### src/hw/rtl/rtp_pkg.sv
`default_nettype none
// ----------------------------------------------------------------------------
// rtp_pkg
// Shared types, constants and the per-character token parse step for the
// ringtone note parser.
// ----------------------------------------------------------------------------
package rtp_pkg;

  // field widths
  localparam int CHAR_W   = 8;
  localparam int FREQ_W   = 16;
  localparam int DUR_W    = 19;
  localparam int TONE_W   = 4;
  localparam int OCT_W    = 3;
  localparam int ACC_W    = 8;
  localparam int DDUR_W   = 7;
  localparam int BPM_W    = 10;
  localparam int PROD_W   = BPM_W + ACC_W;
  localparam int CFG_IDX_W  = 2;
  localparam int CFG_DATA_W = 10;

  // configuration register indexes
  localparam logic [CFG_IDX_W-1:0] CFG_DEF_DUR = 2'd0;
  localparam logic [CFG_IDX_W-1:0] CFG_DEF_OCT = 2'd1;
  localparam logic [CFG_IDX_W-1:0] CFG_BPM     = 2'd2;

  // configuration reset values
  localparam logic [DDUR_W-1:0] DEF_DUR_RST = 7'd4;
  localparam logic [OCT_W-1:0]  DEF_OCT_RST = 3'd5;
  localparam logic [BPM_W-1:0]  BPM_RST     = 10'd63;

  // whole-note length numerators in ms, plain and dotted
  localparam logic [DUR_W-1:0] DUR_NUM_PLAIN  = 19'd240000;
  localparam logic [DUR_W-1:0] DUR_NUM_DOTTED = 19'd360000;

  localparam logic [OCT_W-1:0]  OCT_MIN   = 3'd4;
  localparam logic [TONE_W-1:0] TONE_REST = 4'd7;
  localparam logic [TONE_W-1:0] TONE_B    = 4'd1;
  localparam logic [TONE_W-1:0] TONE_SHARP = 4'd8;
  localparam logic [ACC_W-1:0]  ACC_MAX   = 8'd255;

  // character codes
  localparam logic [CHAR_W-1:0] CH_SPACE = 8'h20;
  localparam logic [CHAR_W-1:0] CH_COMMA = 8'h2C;
  localparam logic [CHAR_W-1:0] CH_BAR   = 8'h7C;
  localparam logic [CHAR_W-1:0] CH_HASH  = 8'h23;
  localparam logic [CHAR_W-1:0] CH_DOT   = 8'h2E;
  localparam logic [CHAR_W-1:0] CH_0     = 8'h30;
  localparam logic [CHAR_W-1:0] CH_4     = 8'h34;
  localparam logic [CHAR_W-1:0] CH_7     = 8'h37;
  localparam logic [CHAR_W-1:0] CH_9     = 8'h39;
  localparam logic [CHAR_W-1:0] CH_UP_A  = 8'h41;
  localparam logic [CHAR_W-1:0] CH_UP_Z  = 8'h5A;
  localparam logic [CHAR_W-1:0] CH_LO_A  = 8'h61;
  localparam logic [CHAR_W-1:0] CH_LO_G  = 8'h67;
  localparam logic [CHAR_W-1:0] CH_LO_H  = 8'h68;
  localparam logic [CHAR_W-1:0] CASE_BIT = 8'h20;

  // token parse phase
  typedef enum logic [6:0] {
    PH_SKIP   = 7'b0000001,
    PH_DUR    = 7'b0000010,
    PH_LETTER = 7'b0000100,
    PH_SHARP  = 7'b0001000,
    PH_DOT1   = 7'b0010000,
    PH_OCT    = 7'b0100000,
    PH_TRAIL  = 7'b1000000
  } phase_t;

  typedef struct packed {
    phase_t             phase;
    logic [ACC_W-1:0]   acc;
    logic [TONE_W-1:0]  tone;
    logic [OCT_W-1:0]   oct;
    logic               dotted;
  } parse_t;

  typedef struct packed {
    parse_t nxt;
    parse_t note;
    logic   emit_note;
    logic   emit_end;
  } step_t;

  // divider status
  typedef struct packed {
    logic busy;
    logic done;
  } div_stat_t;

  localparam parse_t PARSE_INIT = '{phase: PH_SKIP, acc: '0, tone: '0, oct: '0,
                                    dotted: 1'b0};

  // pitch in tenths of hertz at octave 4, sharps in the upper half
  function automatic logic [FREQ_W-1:0] pitch_of(logic [TONE_W-1:0] tone);
    logic [FREQ_W-1:0] p;
    case (tone)
      4'd0:    p = 16'd4400;
      4'd1:    p = 16'd4939;
      4'd2:    p = 16'd2616;
      4'd3:    p = 16'd2937;
      4'd4:    p = 16'd3296;
      4'd5:    p = 16'd3492;
      4'd6:    p = 16'd3920;
      4'd8:    p = 16'd4662;
      4'd10:   p = 16'd2772;
      4'd11:   p = 16'd3111;
      4'd13:   p = 16'd3700;
      4'd14:   p = 16'd4153;
      default: p = '0;
    endcase
    return p;
  endfunction

  // note letter to tone index, either case, anything else a rest
  function automatic logic [TONE_W-1:0] letter_tone(logic [CHAR_W-1:0] c);
    logic [CHAR_W-1:0] lc;
    logic [CHAR_W-1:0] ofs;
    logic [TONE_W-1:0] t;
    lc  = (c >= CH_UP_A && c <= CH_UP_Z) ? (c | CASE_BIT) : c;
    ofs = lc - CH_LO_A;
    if (lc >= CH_LO_A && lc <= CH_LO_G) t = ofs[TONE_W-1:0];
    else if (lc == CH_LO_H) t = TONE_B;
    else t = TONE_REST;
    return t;
  endfunction

  // one character through the token parser
  function automatic step_t parse_step(parse_t s, logic [CHAR_W-1:0] c,
                                       logic [OCT_W-1:0] def_oct);
    step_t             r;
    parse_t            w;
    logic              is_digit;
    logic              live;
    logic [ACC_W+3:0]  v;
    w        = s;
    live     = 1'b0;
    is_digit = (c >= CH_0) && (c <= CH_9);
    v        = ({4'b0, s.acc} << 3) + ({4'b0, s.acc} << 1) + {8'b0, c[3:0]};
    r.emit_note = 1'b0;
    r.emit_end  = 1'b0;
    unique case (s.phase) inside
      PH_SKIP: begin
        if (c == CH_SPACE || c == CH_COMMA) begin
          w = s;
        end else if (c == CH_BAR) begin
          r.emit_end = 1'b1;
        end else if (is_digit) begin
          w.acc   = {4'b0, c[3:0]};
          w.phase = PH_DUR;
        end else begin
          w.tone  = letter_tone(c);
          w.phase = PH_LETTER;
        end
      end
      PH_DUR: begin
        if (is_digit) begin
          w.acc = (v > {4'b0, ACC_MAX}) ? ACC_MAX : v[ACC_W-1:0];
        end else begin
          w.tone  = letter_tone(c);
          w.phase = PH_LETTER;
        end
      end
      PH_LETTER, PH_SHARP, PH_DOT1, PH_OCT, PH_TRAIL: begin
        live = 1'b1;
        // optional sharp
        if (w.phase == PH_LETTER) begin
          if (c == CH_HASH) begin
            w.tone  = w.tone + TONE_SHARP;
            w.phase = PH_SHARP;
            live    = 1'b0;
          end else begin
            w.phase = PH_SHARP;
          end
        end
        // optional dot before the octave
        if (live && w.phase == PH_SHARP) begin
          if (c == CH_DOT) begin
            w.dotted = 1'b1;
            w.phase  = PH_DOT1;
            live     = 1'b0;
          end else begin
            w.phase = PH_DOT1;
          end
        end
        // optional octave digit, else the default
        if (live && w.phase == PH_DOT1) begin
          w.phase = PH_OCT;
          if (c >= CH_4 && c <= CH_7) begin
            w.oct = c[OCT_W-1:0];
            live  = 1'b0;
          end else begin
            w.oct = (def_oct < OCT_MIN) ? OCT_MIN : def_oct;
          end
        end
        // optional trailing dot
        if (live && w.phase == PH_OCT && c == CH_DOT) begin
          w.dotted = 1'b1;
          w.phase  = PH_TRAIL;
          live     = 1'b0;
        end
        // swallowed character closes the token
        if (live) r.emit_note = 1'b1;
      end
      default: w = PARSE_INIT;
    endcase
    r.note = w;
    r.nxt  = r.emit_note ? PARSE_INIT : w;
    return r;
  endfunction

endpackage
`default_nettype wire

### src/hw/rtl/rtp_chan_if.sv
`default_nettype none
// ----------------------------------------------------------------------------
// rtp channel interfaces
// Valid/ready channels for tune characters, notes and register writes.
// ----------------------------------------------------------------------------

// tune character channel
interface rtp_in_if;
  logic                       valid;
  logic                       ready;
  logic [rtp_pkg::CHAR_W-1:0] char_code;
  logic                       last_char;

  modport source (output valid, output char_code, output last_char, input ready);
  modport sink   (input valid, input char_code, input last_char, output ready);
endinterface

// note result channel
interface rtp_out_if;
  logic                       valid;
  logic                       ready;
  logic [rtp_pkg::FREQ_W-1:0] frequency_decihertz;
  logic [rtp_pkg::DUR_W-1:0]  duration_ms;
  logic [rtp_pkg::TONE_W-1:0] tone_index;
  logic [rtp_pkg::OCT_W-1:0]  octave_used;
  logic                       end_of_tune;

  modport source (output valid, output frequency_decihertz, output duration_ms,
                  output tone_index, output octave_used, output end_of_tune,
                  input ready);
  modport sink   (input valid, input frequency_decihertz, input duration_ms,
                  input tone_index, input octave_used, input end_of_tune,
                  output ready);
endinterface

// register write channel
interface rtp_cfg_if;
  logic                           valid;
  logic                           ready;
  logic [rtp_pkg::CFG_IDX_W-1:0]  index;
  logic [rtp_pkg::CFG_DATA_W-1:0] data;

  modport source (output valid, output index, output data, input ready);
  modport sink   (input valid, input index, input data, output ready);
endinterface
`default_nettype wire

### src/hw/rtl/rtp_divider.sv
`default_nettype none
// ----------------------------------------------------------------------------
// rtp_divider
// Restoring radix-2 divider, one quotient bit per cycle, for note lengths.
// ----------------------------------------------------------------------------
module rtp_divider (
  input  wire logic                        clk,
  input  wire logic                        rst_n,
  input  wire logic                        start,
  input  wire logic [rtp_pkg::DUR_W-1:0]   dividend,
  input  wire logic [rtp_pkg::PROD_W-1:0]  divisor,
  output rtp_pkg::div_stat_t               stat,
  output logic      [rtp_pkg::DUR_W-1:0]   quotient
);

  localparam int QW    = rtp_pkg::DUR_W;
  localparam int DW    = rtp_pkg::PROD_W;
  localparam int CNT_W = $clog2(QW + 1);

  logic [DW-1:0]    rem_r, rem_nxt;
  logic [QW-1:0]    quo_r, quo_nxt;
  logic [DW-1:0]    dvs_r, dvs_nxt;
  logic [CNT_W-1:0] cnt_r, cnt_nxt;
  logic             busy_r, busy_nxt;
  logic             done_r, done_nxt;
  logic [DW:0]      shifted;
  logic [DW:0]      diff;
  logic             fits;

  // one shift-subtract step
  always_comb begin
    shifted  = {rem_r, quo_r[QW-1]};
    diff     = shifted - {1'b0, dvs_r};
    fits     = shifted >= {1'b0, dvs_r};
    rem_nxt  = rem_r;
    quo_nxt  = quo_r;
    dvs_nxt  = dvs_r;
    cnt_nxt  = cnt_r;
    busy_nxt = busy_r;
    done_nxt = 1'b0;
    if (start) begin
      rem_nxt  = '0;
      quo_nxt  = dividend;
      dvs_nxt  = divisor;
      cnt_nxt  = CNT_W'(QW);
      busy_nxt = 1'b1;
    end else if (busy_r) begin
      rem_nxt = fits ? diff[DW-1:0] : shifted[DW-1:0];
      quo_nxt = {quo_r[QW-2:0], fits};
      cnt_nxt = cnt_r - CNT_W'(1);
      if (cnt_r == CNT_W'(1)) begin
        busy_nxt = 1'b0;
        done_nxt = 1'b1;
      end
    end
  end

  // control state
  always_ff @(posedge clk) begin
    if (!rst_n) begin
      busy_r <= 1'b0;
      done_r <= 1'b0;
      cnt_r  <= '0;
    end else begin
      busy_r <= busy_nxt;
      done_r <= done_nxt;
      cnt_r  <= cnt_nxt;
    end
  end

  // datapath
  always_ff @(posedge clk) begin
    rem_r <= rem_nxt;
    quo_r <= quo_nxt;
    dvs_r <= dvs_nxt;
  end

  assign stat.busy = busy_r;
  assign stat.done = done_r;
  assign quotient  = quo_r;

  // done is a single pulse after the last step
  a_done_idle: assert property (@(posedge clk) disable iff (!rst_n)
    done_r |-> !busy_r)
    else $error("divider done while still busy");

  a_done_pulse: assert property (@(posedge clk) disable iff (!rst_n)
    done_r |=> !done_r)
    else $error("divider done held longer than one cycle");

  a_busy_count: assert property (@(posedge clk) disable iff (!rst_n)
    busy_r |-> cnt_r != '0)
    else $error("divider busy with an empty step count");

endmodule
`default_nettype wire

### src/hw/rtl/ringtone_note_parser_core.sv
`default_nettype none
// ----------------------------------------------------------------------------
// ringtone_note_parser_core
// Tune body parser: one character per item in, one note or end marker out.
// ----------------------------------------------------------------------------
// note path: parse step, divider load, divide steps, done pulse, output load;
//   an end marker goes from the parse step to the output load
// intake: a character is taken only once the last is parsed and any result
//   pushed; a final character adds up to 3 flush steps with bar characters
// reset: synchronous active-low rst_n clears parser, sequencer and registers
//   to their defaults (duration 4, octave 5, tempo 63)

module ringtone_note_parser_core (
  input wire logic  clk,
  input wire logic  rst_n,
  rtp_in_if.sink    in_chan,
  rtp_out_if.source out_chan,
  rtp_cfg_if.sink   cfg_chan
);

  typedef enum logic [4:0] {
    S_IDLE = 5'b00001,
    S_FEED = 5'b00010,
    S_MUL  = 5'b00100,
    S_DIV  = 5'b01000,
    S_PUSH = 5'b10000
  } fsm_t;

  fsm_t                          state_r, state_nxt;
  rtp_pkg::parse_t               parse_r, parse_nxt;
  rtp_pkg::parse_t               note_r, note_nxt;
  logic [rtp_pkg::CHAR_W-1:0]    char_r, char_nxt;
  logic                          tail_r, tail_nxt;
  logic                          res_end_r, res_end_nxt;
  rtp_pkg::step_t                step;

  logic [rtp_pkg::DDUR_W-1:0]    def_dur_r;
  logic [rtp_pkg::OCT_W-1:0]     def_oct_r;
  logic [rtp_pkg::BPM_W-1:0]     bpm_r;

  logic                          out_valid_r, out_valid_nxt;
  logic [rtp_pkg::FREQ_W-1:0]    out_freq_r;
  logic [rtp_pkg::DUR_W-1:0]     out_dur_r;
  logic [rtp_pkg::TONE_W-1:0]    out_tone_r;
  logic [rtp_pkg::OCT_W-1:0]     out_oct_r;
  logic                          out_end_r;

  logic                          push_go;
  logic                          div_start;
  logic [rtp_pkg::ACC_W-1:0]     dur_eff;
  logic [rtp_pkg::BPM_W-1:0]     bpm_eff;
  logic [rtp_pkg::PROD_W-1:0]    divisor;
  logic [rtp_pkg::DUR_W-1:0]     dividend;
  logic [rtp_pkg::OCT_W-1:0]     oct_eff;
  logic [rtp_pkg::FREQ_W-1:0]    pitch_scaled;
  rtp_pkg::div_stat_t            div_stat;
  logic [rtp_pkg::DUR_W-1:0]     div_q;

  // register writes, always accepted
  assign cfg_chan.ready = 1'b1;

  always_ff @(posedge clk) begin
    if (!rst_n) begin
      def_dur_r <= rtp_pkg::DEF_DUR_RST;
      def_oct_r <= rtp_pkg::DEF_OCT_RST;
      bpm_r     <= rtp_pkg::BPM_RST;
    end else if (cfg_chan.valid) begin
      unique case (cfg_chan.index)
        rtp_pkg::CFG_DEF_DUR: def_dur_r <= cfg_chan.data[rtp_pkg::DDUR_W-1:0];
        rtp_pkg::CFG_DEF_OCT: def_oct_r <= cfg_chan.data[rtp_pkg::OCT_W-1:0];
        rtp_pkg::CFG_BPM:     bpm_r     <= cfg_chan.data[rtp_pkg::BPM_W-1:0];
        default: ;
      endcase
    end
  end

  // parse step on the held character
  assign step = rtp_pkg::parse_step(parse_r, char_r, def_oct_r);

  // note length operands: zero duration and zero tempo fall back
  always_comb begin
    if (note_r.acc != '0) dur_eff = note_r.acc;
    else if (def_dur_r != '0) dur_eff = {1'b0, def_dur_r};
    else dur_eff = rtp_pkg::ACC_W'(1);
    bpm_eff  = (bpm_r != '0) ? bpm_r : rtp_pkg::BPM_W'(1);
    divisor  = rtp_pkg::PROD_W'(bpm_eff) * rtp_pkg::PROD_W'(dur_eff);
    dividend = note_r.dotted ? rtp_pkg::DUR_NUM_DOTTED : rtp_pkg::DUR_NUM_PLAIN;
  end

  assign div_start = (state_r == S_MUL);

  rtp_divider u_div (
    .clk      (clk),
    .rst_n    (rst_n),
    .start    (div_start),
    .dividend (dividend),
    .divisor  (divisor),
    .stat     (div_stat),
    .quotient (div_q)
  );

  // pitch scaled by octave
  always_comb begin
    oct_eff      = (note_r.oct < rtp_pkg::OCT_MIN) ? rtp_pkg::OCT_MIN : note_r.oct;
    pitch_scaled = rtp_pkg::pitch_of(note_r.tone) << oct_eff[1:0];
  end

  assign push_go = (state_r == S_PUSH) && (!out_valid_r || out_chan.ready);

  // sequencer
  always_comb begin
    state_nxt   = state_r;
    parse_nxt   = parse_r;
    note_nxt    = note_r;
    char_nxt    = char_r;
    tail_nxt    = tail_r;
    res_end_nxt = res_end_r;
    unique case (state_r)
      S_IDLE: begin
        if (in_chan.valid) begin
          char_nxt  = in_chan.char_code;
          tail_nxt  = in_chan.last_char;
          state_nxt = S_FEED;
        end
      end
      S_FEED: begin
        parse_nxt = step.nxt;
        char_nxt  = rtp_pkg::CH_BAR;
        if (step.emit_note) begin
          note_nxt    = step.note;
          res_end_nxt = 1'b0;
          state_nxt   = S_MUL;
        end else if (step.emit_end) begin
          res_end_nxt = 1'b1;
          tail_nxt    = 1'b0;
          state_nxt   = S_PUSH;
        end else if (!tail_r) begin
          state_nxt = S_IDLE;
        end
      end
      S_MUL: state_nxt = S_DIV;
      S_DIV: begin
        if (div_stat.done) state_nxt = S_PUSH;
      end
      S_PUSH: begin
        if (push_go) state_nxt = tail_r ? S_FEED : S_IDLE;
      end
      default: state_nxt = S_IDLE;
    endcase
  end

  // output register valid
  always_comb begin
    out_valid_nxt = out_valid_r;
    if (push_go) out_valid_nxt = 1'b1;
    else if (out_chan.ready) out_valid_nxt = 1'b0;
  end

  // control state
  always_ff @(posedge clk) begin
    if (!rst_n) begin
      state_r     <= S_IDLE;
      parse_r     <= rtp_pkg::PARSE_INIT;
      tail_r      <= 1'b0;
      res_end_r   <= 1'b0;
      out_valid_r <= 1'b0;
    end else begin
      state_r     <= state_nxt;
      parse_r     <= parse_nxt;
      tail_r      <= tail_nxt;
      res_end_r   <= res_end_nxt;
      out_valid_r <= out_valid_nxt;
    end
  end

  // payload
  always_ff @(posedge clk) begin
    note_r <= note_nxt;
    char_r <= char_nxt;
    if (push_go) begin
      out_end_r  <= res_end_r;
      out_freq_r <= res_end_r ? '0 : pitch_scaled;
      out_dur_r  <= res_end_r ? '0 : div_q;
      out_tone_r <= res_end_r ? '0 : note_r.tone;
      out_oct_r  <= res_end_r ? '0 : oct_eff;
    end
  end

  assign in_chan.ready                = (state_r == S_IDLE);
  assign out_chan.valid               = out_valid_r;
  assign out_chan.frequency_decihertz = out_freq_r;
  assign out_chan.duration_ms         = out_dur_r;
  assign out_chan.tone_index          = out_tone_r;
  assign out_chan.octave_used         = out_oct_r;
  assign out_chan.end_of_tune         = out_end_r;

  // divider runs only under the note sequence
  a_idle_div: assert property (@(posedge clk) disable iff (!rst_n)
    state_r == S_IDLE |-> !div_stat.busy)
    else $error("divider busy while parser idle");

  a_done_in_div: assert property (@(posedge clk) disable iff (!rst_n)
    div_stat.done |-> state_r == S_DIV)
    else $error("divider finished outside the divide step");

  // an end marker closes the item
  a_end_closes: assert property (@(posedge clk) disable iff (!rst_n)
    (push_go && res_end_r) |=> (state_r == S_IDLE && !tail_r))
    else $error("parsing went on after an end marker");

  // a note leaves the parser back between tokens
  a_note_reset: assert property (@(posedge clk) disable iff (!rst_n)
    (state_r == S_FEED && step.emit_note) |=> parse_r.phase == rtp_pkg::PH_SKIP)
    else $error("parser not cleared after a note");

endmodule
`default_nettype wire

### src/flat_wrapper.sv
// flat-port wrapper written by rule: the top's interface ports become plain ports
module ringtone_note_parser_core_flat 
  (clk, rst_n, in_chan_valid, in_chan_char_code, in_chan_last_char, in_chan_ready, out_chan_valid, out_chan_frequency_decihertz, out_chan_duration_ms, out_chan_tone_index, out_chan_octave_used, out_chan_end_of_tune, out_chan_ready, cfg_chan_valid, cfg_chan_index, cfg_chan_data, cfg_chan_ready);
  rtp_in_if in_chan_i ();
  rtp_out_if out_chan_i ();
  rtp_cfg_if cfg_chan_i ();
  input wire logic clk;
  input wire logic rst_n;
  input wire logic [$bits(in_chan_i.valid)-1:0] in_chan_valid;
  input wire logic [$bits(in_chan_i.char_code)-1:0] in_chan_char_code;
  input wire logic [$bits(in_chan_i.last_char)-1:0] in_chan_last_char;
  output wire logic [$bits(in_chan_i.ready)-1:0] in_chan_ready;
  output wire logic [$bits(out_chan_i.valid)-1:0] out_chan_valid;
  output wire logic [$bits(out_chan_i.frequency_decihertz)-1:0] out_chan_frequency_decihertz;
  output wire logic [$bits(out_chan_i.duration_ms)-1:0] out_chan_duration_ms;
  output wire logic [$bits(out_chan_i.tone_index)-1:0] out_chan_tone_index;
  output wire logic [$bits(out_chan_i.octave_used)-1:0] out_chan_octave_used;
  output wire logic [$bits(out_chan_i.end_of_tune)-1:0] out_chan_end_of_tune;
  input wire logic [$bits(out_chan_i.ready)-1:0] out_chan_ready;
  input wire logic [$bits(cfg_chan_i.valid)-1:0] cfg_chan_valid;
  input wire logic [$bits(cfg_chan_i.index)-1:0] cfg_chan_index;
  input wire logic [$bits(cfg_chan_i.data)-1:0] cfg_chan_data;
  output wire logic [$bits(cfg_chan_i.ready)-1:0] cfg_chan_ready;
  assign in_chan_i.valid = in_chan_valid;
  assign in_chan_i.char_code = in_chan_char_code;
  assign in_chan_i.last_char = in_chan_last_char;
  assign in_chan_ready = in_chan_i.ready;
  assign out_chan_valid = out_chan_i.valid;
  assign out_chan_frequency_decihertz = out_chan_i.frequency_decihertz;
  assign out_chan_duration_ms = out_chan_i.duration_ms;
  assign out_chan_tone_index = out_chan_i.tone_index;
  assign out_chan_octave_used = out_chan_i.octave_used;
  assign out_chan_end_of_tune = out_chan_i.end_of_tune;
  assign out_chan_i.ready = out_chan_ready;
  assign cfg_chan_i.valid = cfg_chan_valid;
  assign cfg_chan_i.index = cfg_chan_index;
  assign cfg_chan_i.data = cfg_chan_data;
  assign cfg_chan_ready = cfg_chan_i.ready;
  ringtone_note_parser_core u_core (.clk(clk), .rst_n(rst_n), .in_chan(in_chan_i), .out_chan(out_chan_i), .cfg_chan(cfg_chan_i));
endmodule
### config.mk
export PLATFORM = sky130hd
export DESIGN_NAME = ringtone_note_parser_core_flat
export DESIGN_NICKNAME = d
export VERILOG_FILES = /design/src/hw/rtl/rtp_pkg.sv /design/src/hw/rtl/rtp_chan_if.sv /design/src/hw/rtl/rtp_divider.sv /design/src/hw/rtl/ringtone_note_parser_core.sv /design/src/flat_wrapper.sv
export SDC_FILE = /design/constraint.sdc
export NUM_CORES = 1
export LEC_CHECK = 0
export BUFFER_PORTS_ARGS = -buffer_cell sky130_fd_sc_hd__buf_2
export CORE_UTILIZATION = 40
export DETAILED_ROUTE_END_ITERATION = 10
export SLEW_MARGIN = 20
export SYNTH_ARGS = -nofsm -noshare
export SYNTH_HDL_FRONTEND = slang
export SYNTH_HIERARCHICAL = 1
export SYNTH_SLANG_ARGS = --single-unit
### constraint.sdc
create_clock -name clk -period 15 [get_ports clk]
set_input_delay 3 -clock clk [delete_from_list [all_inputs] [get_ports clk]]
set_output_delay 3 -clock clk [all_outputs]
set_load 0.02 [all_outputs]
==> results.py, run 1 <==
metrics = {
    "status": {
        "status": "complete, no violations",
    },
    "layout": {
        "instances_no_fill": 1783,
        "fin_area_sq_um": 14250,
        "multiInputGateArea_sq_um": 7386,
        "regArea_sq_um": 4905,
        "fill_cells": 3013,
        "nets": 1531,
        "diodes": 0,
        "area.growth.synth_to_final_pct": 10.26,
        "final_layout_size_suffix_gt1_frac": 0.1332,
        "final_common_cell": "nand2_1",
        "fin_util": 0.4504,
        "final_cell_mix": "nand2_1, inv_1, edfxtp_1, dfxtp_1, ha_1",
    },
    "clocking": {
        "clk_pin_slew_ps": 80,
        "cts_setup_buffers": 0,
        "cts_resized": 0,
        "clock-sinks": 193,
        "ctsHoldBuffers": 0,
        "insertion_delay_ps": 460,
        "cts_tree": "yes",
        "numCtsBuffers": 17,
        "root_buffer": "clkbuf_16",
        "htree_levels": 4,
        "clock_path_buffers": 2,
    },
    "placement": {
        "gp_congestion": 0.8836,
        "hpwl_microns": 20790,
        "dp_cells": 1750,
        "port_buffers": 70,
        "placed_cell_area_sq_um": 13610,
        "post-place-ws_ps": 8794,
    },
    "sta": {
        "fmax_mhz": 160.1,
        "whs_ps": 467.9,
        "rsz0062_at_grt": "no",
        "fin_worst_skew_ps": 14.81,
        "setup_tns_ps": 0,
        "finalHoldViolations": 0,
        "relSlewSlack": 0.3251,
        "slew_viol_final": 0,
        "finalSetupViolations": 0,
        "post-route-min-period_ps": 6246,
        "tightest_slew_ps": 1011,
        "setup_ws_ps": 8754,
        "finalCritPeriodShare": 0.4164,
    },
    "floorplanning": {
        "fp.dieH_microns": 181.7,
        "die_area_sq_um": 33030,
        "core-area_sq_um": 31640,
        "num_io_pins": 72,
        "start_util": 0.4085,
        "die_w_microns": 181.7,
        "rows": 65,
    },
    "global_routing": {
        "grt_pass1_vias": 9246,
        "grt-ovfl-total": 0,
        "grt_max_degree": 58,
        "grt_pass1_wl_microns": 46200,
        "grtUsageTotal": 0.1728,
        "antenna_found_initial": 0,
    },
    "critical_path": {
        "rr_startpoint": "u_core/note_r[15]$_DFFE_PN_",
        "rr_endpoint": "u_core/u_div/dvs_r[17]$_DFFE_PP_",
        "crit_fanout": 11,
        "crit_type": "reg -> reg",
        "start_kind": "flip-flop",
        "reg2regPathDepth": 19,
        "worstPathRequired_ps": 15290,
        "endpoint_kind": "flip-flop",
        "r2r_slack_ps": 8750,
        "crit_arrival_ps": 6530,
    },
    "routing": {
        "first_iter_violations": 546,
        "ant_nets": 0,
        "wl_microns": 27500,
        "wl_per_cell_microns": 15.42,
        "post_drt_via_cell_ratio": 5.312,
        "vias": 9471,
        "post-route-drc-count": 0,
        "first_pass_iters": 7,
    },
    "power": {
        "internal_power_mw": 1.003,
        "p_clk_frac": 0.309,
        "vdd_drop_max_uv": 84.74,
        "p_leak_nw": 5.919,
        "switching_share": 0.3406,
        "seq_power_share": 0.417,
        "power_density_nw_per_um2": 106.8,
        "switchingPower_uw": 518.3,
        "pwr-share-comb": 0.274,
        "power_mw": 1.522,
    },
    "run": {
        "cap_violations": 0,
    },
    "logic_synthesis": {
        "avgSynthCellArea_sq_um": 9.813,
        "synthCells": 1317,
        "yosysWarnings": 6,
        "synth_area_sq_um": 12920,
    },
    "hold_path": {
        "hold_path.class": "reg -> reg",
        "min_to": "u_core/parse_r[0]$_SDFFE_PN0P_",
        "hold_path_depth": 2,
        "hp-start": "u_core/parse_r[0]$_SDFFE_PN0P_",
    },
}
[registers in the layout, summed over array words and instances, names as in the netlist, 7 cells and up, named ones only]
| signal | cells |
|---|---|
| u_core/u_div/quotient | 19 |
| u_core/parse_r | 23 |
| u_core/note_r | 16 |
| u_core/def_dur_r | 7 |
| u_core/out_chan.duration_ms | 19 |
| u_core/u_div/rem_r | 18 |
| u_core/char_r | 8 |
| u_core/bpm_r | 10 |
| u_core/u_div/dvs_r | 18 |
| u_core/out_chan.frequency_decihertz | 16 |
[final cells by class]
cell class	count	area share
multi-input cells	970	0.5183
flip-flops and latches	193	0.3442
inverters	107	0.02819
well taps	402	0.03530
clock inverters	15	0.01343
clock buffers	17	0.02985
repair buffers	79	0.03073
[worst max-delay path: stages, from the launching register on]
cell	delay [ps]
edfxtp_1	510
or4_1	530
nor4_1	260
nor2b_1	450
a21oi_1	350
nand2b_1	280
fa_1	520
fa_1	490
inv_1	50
fa_1	530
inv_1	50
fa_1	520
inv_1	40
ha_1	320
inv_1	80
o21ai_0	120
a31o_2	290
a311o_1	330
nor3b_1	140
a211oi_1	180
[worst max-delay path by stage]
stage                                      startpoint                               end  cells after the start  slack [ps]
after floorplan           u_core/note_r[14]$_DFFE_PN_  u_core/u_div/dvs_r[17]$_DFFE_PP_                     20        9460
after global placement    u_core/note_r[15]$_DFFE_PN_  u_core/u_div/dvs_r[17]$_DFFE_PP_                     19        8990
after detailed placement  u_core/note_r[15]$_DFFE_PN_  u_core/u_div/dvs_r[17]$_DFFE_PP_                     19        8790
after CTS                 u_core/note_r[15]$_DFFE_PN_  u_core/u_div/dvs_r[17]$_DFFE_PP_                     19        8770
after global routing      u_core/note_r[15]$_DFFE_PN_  u_core/u_div/dvs_r[16]$_DFFE_PP_                     19        8310
final                     u_core/note_r[15]$_DFFE_PN_  u_core/u_div/dvs_r[17]$_DFFE_PP_                     19        8750
[per-layer routing]
layer  share of wire  GRT usage
met1            0.49     0.2395
met2            0.46     0.2786
met3           0.034    0.02627
met4           0.014    0.05017
met5               0          0
[power by group through the flow]
stage                     Clock, mW  Combinational (mW)  Sequential [mW]
after floorplan                   0               0.330            0.640
after CTS                     0.485               0.417            0.635
after global placement            0               0.408            0.646
final                         0.470               0.417            0.635
after global routing          0.504               0.473            0.640
after detailed placement          0               0.414            0.647
(Power assumes the default switching activity.)
==> inputs of run 2 (changes only) <==
- ABC_AREA: not set -> 1
- clock period: 15 -> 6 ns (I/O delays scaled with it)
==> run 2 against run 1 <==
- total power grew 130%
- wire length grew 1.8%
- clock skew shrank 0.65 ps
- synthesized area grew 0.19%
- clock-buffer cell count grew 1
- sequential share of layout area shrank 0.37 points
- combinational power grew 84%
==> results.py, run 2 <==
metrics = {
    "status": {
        "status": "complete, no violations",
    },
    "sta": {
        "fmax_mhz": 179.4,
        "slew_viol_final": 0,
        "setup_ws_ps": 425.7,
        "rsz0062_at_grt": "no",
        "post-route-min-period_ps": 5574,
        "finalCritPeriodShare": 0.9291,
        "tightest_slew_ps": 947.1,
        "setup_tns_ps": 0,
        "fin_worst_skew_ps": 14.17,
        "finalSetupViolations": 0,
        "relSlewSlack": 0.3647,
        "finalHoldViolations": 0,
    },
    "critical_path": {
        "max_stage_delay_ps": 550,
        "start_kind": "flip-flop",
        "cp_slowest_cell": "or4_4",
        "path_cells": "or4_4 > nor4_4 > nor2b_4 > buf_4 > a21oi_1 > buf_4 > nor2_1 > fa_1 > fa_1 > fa_1 > inv_1 > fa_1 > inv_1 > ha_1 > a21oi_1 > a21boi_2 > o21bai_1 > a21oi_2 > o21ai_2 > a21oi_1 > nor2_1 > nor2_1 > xor2_1",
        "crit_fanout": 9,
        "crit_arrival_ps": 5770,
        "cp_common_cell": "fa_1",
        "endpoint_kind": "flip-flop",
        "path_buf_inv": 4,
        "crit_family": "adder cells",
        "crit_type": "reg -> reg",
        "worstPathRequired_ps": 6190,
    },
    "floorplanning": {
        "start_util": 0.4082,
        "core-area_sq_um": 31720,
        "die_w_microns": 181.9,
        "fp.dieH_microns": 181.9,
        "die_area_sq_um": 33090,
        "num_io_pins": 72,
        "rows": 65,
    },
    "placement": {
        "gp_congestion": 0.8740,
        "dp_cells": 2069,
        "hpwl_microns": 21270,
        "port_buffers": 70,
        "post-place-ws_ps": 48.34,
        "placed_cell_area_sq_um": 13750,
    },
    "logic_synthesis": {
        "synthCells": 1612,
        "synth_area_sq_um": 12950,
        "avgSynthCellArea_sq_um": 8.033,
        "yosysWarnings": 6,
    },
    "routing": {
        "post_drt_via_cell_ratio": 4.892,
        "first_pass_iters": 5,
        "wl_per_cell_microns": 13.32,
        "ant_nets": 0,
        "wl_microns": 28010,
        "first_iter_violations": 710,
        "post-route-drc-count": 0,
        "vias": 10290,
    },
    "global_routing": {
        "grt-ovfl-total": 0,
        "gr-usage-met2": 0.2865,
        "grt_pass1_vias": 9920,
        "grt_max_degree": 44,
        "antenna_found_initial": 0,
        "grt-busiest-layer": "met2",
        "grtUsageMet3": 0.03028,
        "grt_pass1_wl_microns": 47820,
        "grtUsageTotal": 0.1769,
        "grt_use_met1": 0.2477,
    },
    "clocking": {
        "clock-sinks": 193,
        "htree_levels": 4,
        "numCtsBuffers": 17,
        "ctsHoldBuffers": 0,
        "root_buffer": "clkbuf_16",
        "clk_pin_slew_ps": 80,
        "insertion_delay_ps": 450,
        "clock_path_buffers": 2,
        "cts_tree": "yes",
    },
    "layout": {
        "fin_area_sq_um": 14410,
        "final_layout_size_suffix_gt1_frac": 0.1182,
        "final_common_cell": "nand2_1",
        "instances_no_fill": 2103,
        "fill_cells": 3169,
        "area.growth.synth_to_final_pct": 11.26,
        "regMostFlops": "u_core/parse_r",
        "largest_reg_flops": 23,
        "final_cell_mix": "nand2_1, inv_1, nor2_1, edfxtp_1, dfxtp_1",
        "nets": 1850,
    },
    "power": {
        "power_density_nw_per_um2": 237.7,
        "vdd_drop_max_uv": 202.1,
        "power_mw": 3.424,
        "p_leak_nw": 7.029,
    },
    "run": {
        "cap_violations": 0,
    },
    "hold_path": {
        "hold_path.class": "reg -> reg",
    },
}
[run 2: final timing paths]
| check | from | endpoint | slack, ps | cells after the start |
|---|---|---|---|---|
| worst max register to register | u_core/note_r[13]$_DFFE_PN_ | u_core/u_div/dvs_r[15]$_DFFE_PP_ | 430 | 23 |
| worst min-delay path | u_core/def_oct_r[1]$_SDFFE_PN0P_ | u_core/def_oct_r[1]$_SDFFE_PN0P_ | 460 | 2 |
| worst min register to register | u_core/def_oct_r[1]$_SDFFE_PN0P_ | u_core/def_oct_r[1]$_SDFFE_PN0P_ | 460 | 2 |
| worst max-delay path | u_core/note_r[13]$_DFFE_PN_ | u_core/u_div/dvs_r[15]$_DFFE_PP_ | 430 | 23 |
[run 2: through the flow]
stage               hold slack, ps    util
finish                       455.6  0.4542
global route                 493.7  0.4541
CTS                          460.2  0.4520
detailed placement           450.3  0.4336
global placement             444.2  0.4336
floorplan                    406.4       -
[run 2: area by class of cell]
cell class                      count  area, sq um  share of cell area
Multi-Input combinational cell   1131         6969              0.4838
Sequential cell                   193         4905              0.3405
Inverter                          258        972.2             0.06748
Tap cell                          402        503.0             0.03491
Timing Repair Buffer               86        470.5             0.03266
Clock buffer                       18        439.2             0.03048
Clock inverter                     14        145.1             0.01007
Antenna cell                        1        2.502           0.0001737
[run 2: report_power, final]
group          leakage (nW)  switching [mW]  internal, mW
clock network         0.282           0.551         0.564
registers              1.67          0.0621          1.48
logic                  5.08           0.504         0.262
total                  7.03            1.12          2.31
[run 2: tightest hold or removal path, cell delays in order, from the launching register on]
cell and delay [ps]:
dfxtp_1 300, inv_1 60, a21oi_1 60
[run 2: routing by layer]
layer	wire length (microns)	share of wire
met5	0	0
met4	255	0.0091
met2	12720	0.45
met3	1033	0.037
met1	14000	0.50
[run 2: timing repair]
action,in CTS,in global routing
gates resized for setup,0,17
buffers inserted,0,1
setup endpoints to repair,0,6
==> inputs of run 3 (changes only) <==
- CTS_CLUSTER_DIAMETER: not set -> 30
- GPL_TIMING_DRIVEN: not set -> 0
- PLACE_DENSITY: not set -> 0.55
==> run 3 against run 2 <==
- via count is 1.1% higher
- clock power is 7% higher
- total power is 3.3% higher
- cell count is 1.3% higher
- clock skew is 1.8 ps lower
- register-to-register slack worse by 230 ps
- flip-flop and latch count stayed put
- fmax is 3.9% lower
- core utilization is 0.74 points higher
- critical path type unchanged
==> results.py, run 3 (same netlist as run 2, synthesis figures left out) <==
metrics = {
    "layout": {
        "regMostFlops": "u_core/parse_r",
        "multiInputGateArea_sq_um": 7014,
        "final_common_cell": "nand2_1",
        "regArea_sq_um": 4905,
        "fin_util": 0.4616,
        "final_layout_size_suffix_gt1_frac": 0.1232,
        "fill_cells": 3201,
        "area.growth.synth_to_final_pct": 13.06,
        "nets": 1879,
        "fin_area_sq_um": 14640,
        "diodes": 0,
        "largest_reg_flops": 23,
        "final_cell_mix": "nand2_1, inv_1, nor2_1, edfxtp_1, dfxtp_1",
    },
    "global_routing": {
        "grtUsageTotal": 0.1808,
        "antenna_found_initial": 0,
        "grt_max_degree": 31,
        "grt-ovfl-total": 0,
        "grt_pass1_wl_microns": 48330,
        "grt_pass1_vias": 9861,
    },
    "sta": {
        "setup_ws_ps": 200.3,
        "finalHoldViolations": 0,
        "whs_ps": 439.8,
        "finalCritPeriodShare": 0.9666,
        "post-route-min-period_ps": 5800,
        "tightest_slew_ps": 937.0,
        "slew_viol_final": 0,
        "relSlewSlack": 0.3715,
        "rsz0062_at_grt": "no",
        "fin_worst_skew_ps": 12.34,
        "fmax_mhz": 172.4,
        "finalSetupViolations": 0,
    },
    "floorplanning": {
        "fp.dieH_microns": 181.9,
        "core-area_sq_um": 31720,
        "start_util": 0.4082,
        "die_w_microns": 181.9,
        "rows": 65,
        "die_area_sq_um": 33090,
        "num_io_pins": 72,
    },
    "hold_path": {
        "hold_path.class": "reg -> reg",
        "hp-start": "u_core/res_end_r$_SDFFE_PN0P_",
        "min_to": "u_core/out_chan.end_of_tune$_DFFE_PP_",
        "hold_path_depth": 0,
    },
    "routing": {
        "first_iter_violations": 581,
        "wl_per_cell_microns": 13.60,
        "post_drt_via_cell_ratio": 4.882,
        "post-route-drc-count": 0,
        "vias": 10400,
        "ant_nets": 0,
        "first_pass_iters": 5,
        "wl_microns": 28990,
    },
    "critical_path": {
        "r2r_slack_ps": 200,
        "reg2regPathDepth": 24,
        "endpoint_kind": "flip-flop",
        "crit_fanout": 10,
        "crit_type": "reg -> reg",
        "worstPathRequired_ps": 6180,
        "start_kind": "flip-flop",
        "rr_endpoint": "u_core/u_div/dvs_r[15]$_DFFE_PP_",
        "rr_startpoint": "u_core/note_r[11]$_DFFE_PN_",
        "crit_arrival_ps": 5980,
    },
    "clocking": {
        "htree_levels": 4,
        "clock_path_buffers": 2,
        "clk_pin_slew_ps": 80,
        "clock-sinks": 193,
        "cts_tree": "yes",
        "ctsHoldBuffers": 0,
        "insertion_delay_ps": 440,
        "numCtsBuffers": 17,
        "root_buffer": "clkbuf_16",
    },
    "power": {
        "vdd_drop_max_uv": 196.4,
        "p_leak_nw": 7.115,
        "power_density_nw_per_um2": 241.7,
        "power_mw": 3.539,
    },
    "placement": {
        "port_buffers": 70,
        "hpwl_microns": 22600,
        "placed_cell_area_sq_um": 13880,
        "gp_congestion": 0.8747,
        "post-place-ws_ps": -357.2,
    },
    "status": {
        "status": "complete, no violations",
    },
    "run": {
        "cap_violations": 0,
    },
}
-- run 3: where the power goes --
part	internal (mW)	switching, mW	total (mW)
Clock	0.655	0.543	1.20
Sequential	1.48	0.0501	1.53
Combinational	0.279	0.531	0.810
-- run 3: worst max-delay path: stages (launching register included) --
cell      delay, ps
edfxtp_1        400
or4_4           560
nor4_4          270
nor2b_2         190
buf_6           140
a21oi_4         100
or2_2           310
fa_1            470
fa_1            490
inv_1            50
fa_1            520
inv_1            50
fa_1            530
inv_1            70
ha_4            280
nand2_1          50
inv_1            90
a21boi_4         70
o21bai_1        190
a21oi_2          90
o21ai_1         220
a21oi_1         100
nor2_1           90
nor2_1           60
xor2_1          150
-- run 3: what timing repair did --
| action | 4_1_cts | 5_1_grt |
|---|---|---|
| pin swaps | 0 | 7 |
| gates resized for setup | 9 | 23 |
| setup endpoints to repair | 4 | 4 |
| setup buffers | 0 | 3 |
-- run 3: final cells by class --
class / instances / share of cell area
Multi-Input combinational cell: 1131 / 0.4791
Buffer: 38 / 0.01453
Clock buffer: 20 / 0.03119
Tap cell: 402 / 0.03436
Sequential cell: 193 / 0.3350
Timing Repair Buffer: 77 / 0.02803
Clock inverter: 12 / 0.01137
Inverter: 258 / 0.06640
-- run 3: layer usage --
metal / wire (microns) / part of all wire / global-route usage
met5: 0 / 0 / 0
met4: 266 / 0.0092 / 0.04370
met3: 862 / 0.030 / 0.02587
met2: 13000 / 0.45 / 0.2855
met1: 14860 / 0.51 / 0.2600
-- run 3: through the flow --
step / instances / setup TNS (ps)
CTS: 2128 / 0
global placement: 2092 / -862.7
floorplan: 1620 / 0
finish: 2131 / 0
detailed placement: 2096 / -905.8
global route: 2131 / 0
-- run 3: how the worst max path moves through the flow --
stage	startpoint	slack (ps)	endpoint
after floorplan	u_core/note_r[11]$_DFFE_PN_	210	u_core/u_div/dvs_r[15]$_DFFE_PP_
after global placement	u_core/note_r[11]$_DFFE_PN_	-340	u_core/u_div/dvs_r[15]$_DFFE_PP_
after detailed placement	u_core/note_r[11]$_DFFE_PN_	-360	u_core/u_div/dvs_r[15]$_DFFE_PP_
after CTS	u_core/note_r[11]$_DFFE_PN_	0.4	u_core/u_div/dvs_r[15]$_DFFE_PP_
after global routing	u_core/note_r[11]$_DFFE_PN_	6	u_core/u_div/dvs_r[16]$_DFFE_PP_
final	u_core/note_r[11]$_DFFE_PN_	200	u_core/u_div/dvs_r[15]$_DFFE_PP_
